**config.mk**
```make
export PLATFORM = sky130hd
export DESIGN_NAME = ial_ctrl
export DESIGN_NICKNAME = d
export VERILOG_FILES = /design/src/sv/ial_pkg.sv /design/src/sv/ial_ctrl.sv
export SDC_FILE = /design/constraint.sdc
export NUM_CORES = 1
export LEC_CHECK = 0
export ABC_AREA = 1
export BUFFER_PORTS_ARGS = -buffer_cell sky130_fd_sc_hd__buf_2
export CORE_AREA = 4 4 41 43
export CTS_BUF_LIST = sky130_fd_sc_hd__clkbuf_8
export DETAILED_ROUTE_END_ITERATION = 16
export DIE_AREA = 0 0 45 47
export HOLD_SLACK_MARGIN = 0.02
export PLACE_DENSITY = 0.69
export SLEW_MARGIN = 30
export SYNTH_ARGS = -nofsm -noshare
export SYNTH_HDL_FRONTEND = slang
export SYNTH_SLANG_ARGS = --single-unit
```
**constraint.sdc**
```tcl
create_clock -name clk -period 1.05 [get_ports clk]
set_input_delay 0.1575 -clock clk [delete_from_list [all_inputs] [get_ports clk]]
set_output_delay 0.1575 -clock clk [all_outputs]
set_load 0.05 [all_outputs]
```
**src/sv/ial_pkg.sv**
```systemverilog
`default_nettype none
// ----------------------------------------------------------------------------
// ial_pkg
// Shared widths, codes and controller/datapath command types for the
// indexed array list engine.
// ----------------------------------------------------------------------------
package ial_pkg;

  // Field widths
  localparam int ACT_W = 3;
  localparam int POS_W = 11;
  localparam int VAL_W = 32;
  localparam int ST_W  = 2;
  localparam int LEN_W = 11;

  // Action codes
  localparam logic [ACT_W-1:0] ACT_APPEND   = 3'd0;
  localparam logic [ACT_W-1:0] ACT_INSERT   = 3'd1;
  localparam logic [ACT_W-1:0] ACT_REMOVE   = 3'd2;
  localparam logic [ACT_W-1:0] ACT_GET      = 3'd3;
  localparam logic [ACT_W-1:0] ACT_CONTAINS = 3'd4;
  localparam logic [ACT_W-1:0] ACT_CLEAR    = 3'd5;

  // Status codes
  localparam logic [ST_W-1:0] ST_OK    = 2'd0;
  localparam logic [ST_W-1:0] ST_RANGE = 2'd1;
  localparam logic [ST_W-1:0] ST_FULL  = 2'd2;

  // Value returned by a get past the end of the list
  localparam logic signed [VAL_W-1:0] VAL_MISS = {VAL_W{1'b1}};

  // Controller states
  typedef enum logic [2:0] {
    S_IDLE,
    S_EXEC,
    S_INS,
    S_REM,
    S_SRCH,
    S_FIN
  } state_t;

  // Walk pointer operations
  typedef enum logic [2:0] {
    PTR_HOLD,
    PTR_LD_CNT,
    PTR_LD_POS,
    PTR_LD_ZERO,
    PTR_INC,
    PTR_DEC
  } ptr_op_t;

  // Read address select
  typedef enum logic [1:0] {
    RD_POS,
    RD_PTR,
    RD_PTR_M1,
    RD_PTR_P1
  } rd_sel_t;

  // Entry count operations
  typedef enum logic [1:0] {
    CNT_HOLD,
    CNT_INC,
    CNT_DEC,
    CNT_CLR
  } cnt_op_t;

  // Controller to datapath
  typedef struct packed {
    logic             req_ld;    // latch the accepted request
    ptr_op_t          ptr_op;
    logic             rd_en;
    rd_sel_t          rd_sel;
    logic             pend_set;  // write at ptr next cycle
    logic             pend_val;  // pending write takes the request value
    logic             app_we;    // append write at the count
    logic             cmp_set;   // compare read data next cycle
    logic             hit_clr;
    cnt_op_t          cnt_op;
    logic             st_we;
    logic [ST_W-1:0]  st_code;
    logic             res_ld;    // load the result register
  } cmd_t;

  // Datapath to controller
  typedef struct packed {
    logic [ACT_W-1:0] act;
    logic             full;        // count at capacity
    logic             ins_bad;     // position above count
    logic             idx_bad;     // position at or above count
    logic             ptr_eq_pos;
    logic             ptr_eq_cnt;
    logic             ptr_last;    // ptr + 1 at or above count
    logic             hit_now;
    logic             out_free;
  } sts_t;

endpackage
`default_nettype wire

```
**src/sv/ial_ctrl.sv**
```systemverilog
`default_nettype none
// ----------------------------------------------------------------------------
// ial_ctrl
// Request sequencer: decodes the action and steps the store walks.
// ----------------------------------------------------------------------------
module ial_ctrl (
  input  wire logic          clk,
  input  wire logic          rst_n,
  input  wire logic          in_valid,
  output logic               in_ready,
  input  wire ial_pkg::sts_t sts,
  output ial_pkg::cmd_t      cmd
);
  import ial_pkg::*;

  state_t state_r, state_nxt;

  always_ff @(posedge clk) begin
    if (!rst_n) begin
      state_r <= S_IDLE;
    end else begin
      state_r <= state_nxt;
    end
  end

  // next state
  always_comb begin
    state_nxt = state_r;
    unique case (state_r)
      S_IDLE: begin
        if (in_valid) state_nxt = S_EXEC;
      end
      S_EXEC: begin
        unique case (sts.act)
          ACT_INSERT:   state_nxt = (sts.full || sts.ins_bad) ? S_FIN : S_INS;
          ACT_REMOVE:   state_nxt = sts.idx_bad ? S_FIN : S_REM;
          ACT_CONTAINS: state_nxt = S_SRCH;
          default:      state_nxt = S_FIN;
        endcase
      end
      S_INS: begin
        if (sts.ptr_eq_pos) state_nxt = S_FIN;
      end
      S_REM: begin
        if (sts.ptr_last) state_nxt = S_FIN;
      end
      S_SRCH: begin
        if (sts.hit_now || sts.ptr_eq_cnt) state_nxt = S_FIN;
      end
      S_FIN: begin
        if (sts.out_free) state_nxt = S_IDLE;
      end
      default: state_nxt = S_IDLE;
    endcase
  end

  // outputs
  always_comb begin
    in_ready     = 1'b0;
    cmd          = '0;
    cmd.ptr_op   = PTR_HOLD;
    cmd.rd_sel   = RD_PTR;
    cmd.cnt_op   = CNT_HOLD;
    cmd.st_code  = ST_OK;
    unique case (state_r)
      S_IDLE: begin
        in_ready   = 1'b1;
        cmd.req_ld = in_valid;
      end
      S_EXEC: begin
        cmd.hit_clr = 1'b1;
        cmd.st_we   = 1'b1;
        unique case (sts.act)
          ACT_APPEND: begin
            if (sts.full) begin
              cmd.st_code = ST_FULL;
            end else begin
              cmd.app_we = 1'b1;
              cmd.cnt_op = CNT_INC;
            end
          end
          ACT_INSERT: begin
            if (sts.full)         cmd.st_code = ST_FULL;
            else if (sts.ins_bad) cmd.st_code = ST_RANGE;
            else                  cmd.ptr_op  = PTR_LD_CNT;
          end
          ACT_REMOVE: begin
            if (sts.idx_bad) cmd.st_code = ST_RANGE;
            else             cmd.ptr_op  = PTR_LD_POS;
          end
          ACT_GET: begin
            if (sts.idx_bad) begin
              cmd.st_code = ST_RANGE;
            end else begin
              cmd.rd_en  = 1'b1;
              cmd.rd_sel = RD_POS;
            end
          end
          ACT_CONTAINS: cmd.ptr_op = PTR_LD_ZERO;
          ACT_CLEAR:    cmd.cnt_op = CNT_CLR;
          default:      ;
        endcase
      end
      // shift up from the top, then drop the new value at the position
      S_INS: begin
        cmd.pend_set = 1'b1;
        if (sts.ptr_eq_pos) begin
          cmd.pend_val = 1'b1;
          cmd.cnt_op   = CNT_INC;
        end else begin
          cmd.rd_en  = 1'b1;
          cmd.rd_sel = RD_PTR_M1;
          cmd.ptr_op = PTR_DEC;
        end
      end
      // shift down from the position to the end
      S_REM: begin
        if (sts.ptr_last) begin
          cmd.cnt_op = CNT_DEC;
        end else begin
          cmd.pend_set = 1'b1;
          cmd.rd_en    = 1'b1;
          cmd.rd_sel   = RD_PTR_P1;
          cmd.ptr_op   = PTR_INC;
        end
      end
      // linear search, stops on the first match
      S_SRCH: begin
        if (!(sts.hit_now || sts.ptr_eq_cnt)) begin
          cmd.rd_en   = 1'b1;
          cmd.rd_sel  = RD_PTR;
          cmd.cmp_set = 1'b1;
          cmd.ptr_op  = PTR_INC;
        end
      end
      S_FIN: begin
        cmd.res_ld = sts.out_free;
      end
      default: ;
    endcase
  end

endmodule
`default_nettype wire
```
==> results.json, run 1 <==
{
  "synth-simple-area-share_pct": 59.0,
  "place_area_um2": 920,
  "cts.sinks": 3,
  "clockBufferDepth": 2,
  "ys.warnings.count": 0,
  "h-tree-depth": 1,
  "synth_cells": 85,
  "place_ws_ns": -0.415,
  "synth-seq-area-share_pct": 13.2,
  "yosys.area_share.adder_pct": 0,
  "synth_compound_area_share_pct": 7.99,
  "place.gp.congestion": 0.778,
  "row_count": 13,
  "synth-xor-area-share_pct": 0,
  "synth_top_family_by_area": "simple AND/OR/NAND/NOR gates",
  "ctsHoldBuffers": 0,
  "grt-worst-endpoint": "cmd[2]",
  "error": "[ERROR DPL-0038] Utilization greater than 100%, impossible to legalize",
  "start_util_pct": 34.9,
  "synth_nets": 99,
  "dp_hpwl_um": 1360,
  "cts-root-buf": "clkbuf_8",
  "synth_area_um2": 454,
  "io_buffers": 32,
  "syn_avg_cell_area_um2": 5.34,
  "die_h_um": 47,
  "ys_ff_latch": 3,
  "synth.distinct_cells": 21,
  "io_pins": 33,
  "synth.area.mux_share_pct": 0,
  "grt_max_degree": 7,
  "endpoint_type": "primary output",
  "status": "did not finish",
  "haltStage": "global routing (5_1_grt)",
  "die-width_um": 45,
  "numCtsBuffers": 3
}
cells in the mapped netlist, drive strengths merged:
cell type | count | area share (%)
nand4 | 2 | 2.8
a32oi | 1 | 1.9
a21oi | 2 | 2.2
dfxtp | 3 | 13
and2 | 1 | 1.4
o21ai | 2 | 2.2
o21a | 1 | 1.7
inv | 19 | 16
nor3 | 4 | 6.9
nor2 | 18 | 18
nand2 | 21 | 20
or2 | 1 | 1.4
buf | 2 | 4.1
nand3 | 8 | 8.8
through the flow:
| step | std cells | utilization [%] |
|---|---|---|
| 3_3_place_gp | 153 | 70.7 |
| 3_5_place_dp | 153 | 70.7 |
| 4_1_cts | 164 | 96.6 |
| 2_1_floorplan | 85 | - |
logic make-up after synthesis:
kind of cell | after synthesis
simple gates | 55
flops | 3
buf+inv | 21
compound gates | 6
repair_timing:
| action | 4_1_cts |
|---|---|
| setup buffers | 8 |
| setup endpoints to repair | 22 |
| resized for setup | 70 |
| pin swaps | 11 |
| cloned | 0 |
==> inputs of run 2 (changes only) <==
--- a/config.mk
+++ b/config.mk
@@ -7,12 +7,10 @@
 export LEC_CHECK = 0
 export ABC_AREA = 1
 export BUFFER_PORTS_ARGS = -buffer_cell sky130_fd_sc_hd__buf_2
-export CORE_AREA = 4 4 41 43
-export CTS_BUF_LIST = sky130_fd_sc_hd__clkbuf_8
+export CORE_AREA = 4 4 65 67
 export DETAILED_ROUTE_END_ITERATION = 16
-export DIE_AREA = 0 0 45 47
-export HOLD_SLACK_MARGIN = 0.02
-export PLACE_DENSITY = 0.69
+export DIE_AREA = 0 0 69 71
+export PLACE_DENSITY_LB_ADDON = 0.15
 export SLEW_MARGIN = 30
 export SYNTH_ARGS = -nofsm -noshare
 export SYNTH_HDL_FRONTEND = slang
==> constraint.sdc (replaced) <==
create_clock -name clk -period 1.4 [get_ports clk]
set_input_delay 0.21 -clock clk [delete_from_list [all_inputs] [get_ports clk]]
set_output_delay 0.21 -clock clk [all_outputs]
set_load 0.05 [all_outputs]
==> run 2 against run 1 <==
Effect of this change: the flow now finishes, with violations (setup timing); synthesized cell count unchanged; synthesized area unchanged.
==> results.json, run 2 <==
{
  "numCtsBuffers": 3,
  "synth-seq-area-share_pct": 13.2,
  "synth_compound_area_share_pct": 7.99,
  "place_inst": 185,
  "worstSkewPairLatency_ns": 0.21,
  "finalCoreUtilization_pct": 31.9,
  "reg2reg_to": "state_r[0]$_SDFFE_PN0P_",
  "cts-root-buf": "clkbuf_8",
  "synth_area_um2": 454,
  "synth-simple-area-share_pct": 59.0,
  "grt_pass1_vias": 699,
  "critPathMaxStageDelay_ns": 0.33,
  "timing.final.crit_share_pct": 114,
  "die_h_um": 71,
  "period_needed_ns": 1.59,
  "place.gp.congestion": 0.720,
  "synth-xor-area-share_pct": 0,
  "grt_pass1_wl_um": 2950,
  "cp.required_ns": 1.19,
  "maxCapViolations": 0,
  "synth_top_cells_by_count": "19 x nand2_1, 16 x inv_1, 14 x nor2_1, 8 x nand3_1",
  "via_count": 703,
  "dp_hpwl_um": 1570,
  "crit_path_frequent_cell": "nand2_4",
  "final_cell_mix": "23 x buf_4, 14 x inv_1, 13 x nand2_1, 13 x buf_2, 13 x buf_6",
  "synth.most_common_cell": "nand2_1",
  "crit_slowest_cell": "dfxtp_2",
  "die-width_um": 69,
  "synth_flop_cell": "dfxtp_1",
  "max_freq_mhz": 629,
  "violations": "setup timing",
  "place_ws_ns": -0.130,
  "total_power_mw": 1.87,
  "syn_avg_cell_area_um2": 5.34,
  "slew_viol_final": 0,
  "worst-r2r-cell-count": 10,
  "ir_drop_v": 0.000307,
  "path_buf_inv": 3,
  "drc_errors": 0,
  "crit_arrival_ns": 1.38,
  "io_buffers": 32,
  "drt_pre_antenna_iters": 4,
  "path_delay_family": "simple AND/OR/NAND/NOR gates",
  "cellLeakagePower_nw": 0.586,
  "status": "finished, violations left",
  "postLayoutSetupSlackWorst_ns": -0.189,
  "num_antenna_cells": 0,
  "h-tree-depth": 1,
  "grt_max_degree": 7,
  "row_count": 22,
  "synth_cells": 85,
  "design.core.area_um2": 3630,
  "start_util_pct": 12.5,
  "antenna_found_initial": 0,
  "layoutNonFillerInstCount": 190,
  "final_nets": 157,
  "ff2ff_setup_slack_ns": 0.07,
  "end_kind": "primary output",
  "setup_violations": 17,
  "synth.area.top_cells": "nand2_1 16%, dfxtp_1 13%, inv_1 13%",
  "top_regs": "state_r: 3 flops",
  "path_clk_slew_ns": 0.03,
  "crit_fanout": 6,
  "gr-usage-all-layers_pct": 7.43,
  "largest_reg_flops": 3,
  "crit_end": "cmd[4]",
  "slew_headroom_pct": 75.8,
  "viasPerCell": 3.70,
  "syn_to_final_growth_pct": 155,
  "synth.area.mux_share_pct": 0,
  "top_register": "state_r",
  "synth_edf_count": 0,
  "p_per_area_nw_per_um2": 1610,
  "hold_ws_ns": 0.236,
  "synth_top_area_cell": "nand2_1",
  "drt-initial-drc-count": 17,
  "tritoncts": "done",
  "async_reset_ff_share_pct": 0,
  "synth.distinct_cells": 21,
  "hold_violations": 0,
  "wl_per_cell_um": 9.52,
  "dieArea_um2": 4900,
  "crit_start": "state_r[2]$_SDFFE_PN0P_",
  "cp_num_cells": 7,
  "drtAntennaViolNets": 0,
  "synth_nets": 99,
  "yosys.area.top_type_share_pct": 15.7,
  "fill_cells": 412,
  "worstPathCellList": "nor3_4 > buf_4 > nand2_4 > clkinvlp_4 > nor2_4 > nand2_4 > buf_8",
  "r2r-start": "state_r[2]$_SDFFE_PN0P_",
  "tightest_slew_ns": 0.360,
  "layout_commonest_cell": "buf_4",
  "cts.sinks": 3,
  "clockBufferDepth": 2,
  "grt-ovfl-total": 0,
  "synth_top_family_by_area": "simple AND/OR/NAND/NOR gates",
  "ys.warnings.count": 0,
  "drive_gt1_share_pct": 64.1,
  "drt_wl_total_um": 1810,
  "critPathLaunchType": "flop",
  "ys_ff_latch": 3,
  "yosys.area_share.adder_pct": 0,
  "hold_class": "in -> reg",
  "path_class": "reg -> out",
  "rsz0062_at_grt": "true",
  "io_pins": 33,
  "clock_skew_ns": 0.00116
}
run 2: cell counts after synthesis:
No cell type changed its count.
run 2: where the power goes:
part           total, mW  internal [mW]  leakage, nW  switching [mW]
logic               1.46          0.588        0.537           0.869
registers          0.162          0.123       0.0261          0.0394
clock network      0.247          0.194       0.0228          0.0535
run 2: cells by family (layout without fill, tap and decap cells):
| kind of cell | Yosys count | in the layout |
|---|---|---|
| AND/OR/NAND/NOR | 55 | 55 |
| flip-flops | 3 | 3 |
| AO/OA/AOI/OAI | 6 | 6 |
| buffers and inverters | 21 | 78 |
run 2: worst min path at each step:
stage | start | to | slack, ns | cells after the start
floorplan | rst_n | state_r[1]$_SDFFE_PN0P_ | 0.33 | 1
global placement | rst_n | state_r[1]$_SDFFE_PN0P_ | 0.46 | 2
detailed placement | rst_n | state_r[1]$_SDFFE_PN0P_ | 0.46 | 2
CTS | rst_n | state_r[1]$_SDFFE_PN0P_ | 0.24 | 2
global route | rst_n | state_r[2]$_SDFFE_PN0P_ | 0.25 | 3
finish | rst_n | state_r[1]$_SDFFE_PN0P_ | 0.24 | 2
run 2: repair_timing:
item,in CTS,in global routing
endpoints found under the setup margin,21,21
buffers inserted,1,0
hold buffers,0,0
pin swaps,8,5
gates resized for setup,51,6
run 2: final cells by class:
| cell class | count | area (um2) | area share, % |
|---|---|---|---|
| well taps | 48 | 60.1 | 5.18 |
| clock buffers | 4 | 45.0 | 3.88 |
| repair buffers | 55 | 467 | 40.2 |
| inverters | 19 | 81.3 | 7.01 |
| multi-input cells | 61 | 440 | 38.0 |
| flip-flops and latches | 3 | 66.3 | 5.72 |
run 2: metrics by stage:
stage / TNS [ns] / area [um2]
floorplan: -3.74 / 559
global placement: -0.783 / 926
detailed placement: -0.967 / 926
CTS: -2.38 / 1150
global route: -3.57 / 1160
finish: -1.97 / 1160
run 2: layer usage:
| metal | vias up | GRT usage (%) | share of wire, % |
|---|---|---|---|
| met5 | - | 0 | 0 |
| met3 | 2 | 2.41 | 5.5 |
| met2 | 17 | 12.8 | 49 |
| met4 | 0 | 3.25 | 0.72 |
| li1 | 376 | - | - |
| met1 | 308 | 8.37 | 44 |
(Power assumes the default switching activity.)
==> inputs of run 3 (changes only) <==
==> constraint.sdc (replaced) <==
create_clock -name clk -period 1.4 [get_ports clk]
set_input_delay 0.07 -clock clk [delete_from_list [all_inputs] [get_ports clk]]
set_output_delay 0.07 -clock clk [all_outputs]
set_load 0.05 [all_outputs]
==> run 3 against run 2 <==
Effect of this change: the run still ends with setup timing left; via count down 4.4%; non-clock buffer count fell by 10; first-iteration DRC count fell by 35%; flip-flop and latch count is the same; core utilization is 3.3 points lower; worst hold slack worse by 0.14 ns; critical path depth unchanged.
==> results.json, run 3 (synthesis results as in run 2) <==
{
  "status": "finished, violations left",
  "violations": "setup timing",
  "dp_hpwl_um": 1390,
  "worstPathCellList": "nor3_4 > buf_4 > nand2_2 > clkinvlp_4 > nor2_4 > nand2_4 > buf_8",
  "die-width_um": 69,
  "max_freq_mhz": 678,
  "ir_drop_v": 0.000429,
  "timing.final.crit_share_pct": 105,
  "cts.sinks": 3,
  "maxCapViolations": 0,
  "path_clk_slew_ns": 0.03,
  "syn_to_final_growth_pct": 129,
  "place.gp.congestion": 0.706,
  "cts-root-buf": "clkbuf_8",
  "design.core.area_um2": 3630,
  "clock_skew_ns": 0.00635,
  "critPathMaxStageDelay_ns": 0.35,
  "viasPerCell": 3.73,
  "slew_viol_final": 0,
  "h-tree-depth": 1,
  "slew_headroom_pct": 81.7,
  "top_regs": "state_r: 3 flops",
  "setup_violations": 6,
  "drc_errors": 0,
  "io_buffers": 32,
  "fin_area_um2": 1040,
  "cellLeakagePower_nw": 0.517,
  "p_per_area_nw_per_um2": 1670,
  "grt-ovfl-total": 0,
  "path_buf_inv": 3,
  "layout_commonest_cell": "buf_2",
  "num_antenna_cells": 0,
  "numCtsBuffers": 3,
  "final_nets": 147,
  "row_count": 22,
  "hold_class": "in -> reg",
  "antenna_found_initial": 0,
  "gr-usage-all-layers_pct": 7.12,
  "worstSkewPairLatency_ns": 0.22,
  "cp.required_ns": 1.33,
  "final_cell_mix": "16 x buf_2, 14 x inv_1, 13 x nand2_1, 13 x buf_4, 10 x nor2_1",
  "grt_pass1_wl_um": 2880,
  "fill_cells": 421,
  "period_needed_ns": 1.47,
  "io_pins": 33,
  "rsz0062_at_grt": "true",
  "postLayoutSetupSlackWorst_ns": -0.0740,
  "tritoncts": "done",
  "path_class": "reg -> out",
  "hold_violations": 0,
  "drt-initial-drc-count": 11,
  "crit_fanout": 6,
  "tightest_slew_ns": 0.274,
  "grt_max_degree": 7,
  "die_h_um": 71,
  "drive_gt1_share_pct": 60.6,
  "grt_pass1_vias": 703,
  "place_area_um2": 793,
  "wl_per_cell_um": 9.33,
  "critPathLaunchType": "flop",
  "place_inst": 169,
  "regArea_um2": 66.3,
  "start_util_pct": 12.5,
  "via_count": 672,
  "clockBufferDepth": 2,
  "path_delay_family": "simple AND/OR/NAND/NOR gates",
  "top_register": "state_r",
  "end_kind": "primary output",
  "dieArea_um2": 4900,
  "largest_reg_flops": 3,
  "crit_slowest_cell": "dfxtp_4",
  "drt_wl_total_um": 1680,
  "drt_pre_antenna_iters": 2,
  "layoutNonFillerInstCount": 180,
  "drtAntennaViolNets": 0,
  "crit_arrival_ns": 1.40,
  "finalCoreUtilization_pct": 28.6,
  "ctsHoldBuffers": 0,
  "multiInputGateArea_um2": 420
}
-- run 3: changes by cell type in the layout (fill, tap and decap cells not counted), moves of 2 or more --
| cell | previous run | this run |
|---|---|---|
| buf_2 | 13 | 16 |
| buf_4 | 23 | 13 |
| buf_6 | 13 | 9 |
| nand2_2 | 2 | 4 |
| nand2_4 | 6 | 4 |
-- run 3: report_power, final --
part	leakage [nW]	internal (mW)	switching [mW]	total (mW)
sequential	0.0261	0.130	0.0480	0.178
combinational	0.468	0.493	0.808	1.30
clock	0.0228	0.195	0.0617	0.256
-- run 3: worst paths after layout --
check / from / endpoint / slack, ns / depth (start not counted)
hold reg to reg: state_r[0]$_SDFFE_PN0P_ / state_r[0]$_SDFFE_PN0P_ / 0.61 / 4
setup / recovery: state_r[2]$_SDFFE_PN0P_ / cmd[4] / -0.07 / 7
setup reg to reg: state_r[2]$_SDFFE_PN0P_ / state_r[0]$_SDFFE_PN0P_ / 0.11 / 10
hold / removal: rst_n / state_r[1]$_SDFFE_PN0P_ / 0.1 / 2
-- run 3: timing repair --
item | 4_1_cts | 5_1_grt
setup endpoints to repair | 15 | 17
endpoints found under the hold margin | 0 | 0
resized for setup | 35 | 11
pin swaps | 6 | 3
setup buffers | 6 | 1
-- run 3: routing by layer --
| layer | vias to the layer above | GRT usage [%] | routed length, um |
|---|---|---|---|
| met2 | 13 | 13.0 | 899 |
| met1 | 301 | 7.48 | 670 |
| met5 | - | 0 | 0 |
| li1 | 356 | - | - |
| met3 | 2 | 2.98 | 101 |
| met4 | 0 | 1.95 | 8 |
-- run 3: worst register-to-register path, stage by stage, from the launching register on --
cell     delay, ns
dfxtp_4       0.35
buf_4         0.15
nor2_4        0.09
nand3_2       0.11
nand2_4       0.10
nor2_4        0.05
buf_6         0.11
nand2_4       0.06
nand2_1       0.05
nand2_1       0.06
nor2_1        0.04
-- run 3: final cells by class --
| type | count | area share [%] |
|---|---|---|
| multi-input cells | 61 | 40.4 |
| repair buffers | 45 | 35.5 |
| inverters | 19 | 7.58 |
| flip-flops and latches | 3 | 6.38 |
| well taps | 48 | 5.78 |
| clock buffers | 4 | 4.33 |
-- run 3: per-stage QoR --
step           TNS [ns]  power [mW]  setup slack, ns  hold slack (ns)
2_1_floorplan     -2.32       0.998           -0.354            0.188
3_3_place_gp    -0.0749        1.24          -0.0749            0.322
3_5_place_dp    -0.0226        1.23          -0.0226            0.320
4_1_cts          -0.383        1.67          -0.0895           0.0967
5_1_grt           -1.09        1.85           -0.165            0.109
6_report         -0.295        1.74          -0.0740           0.0951
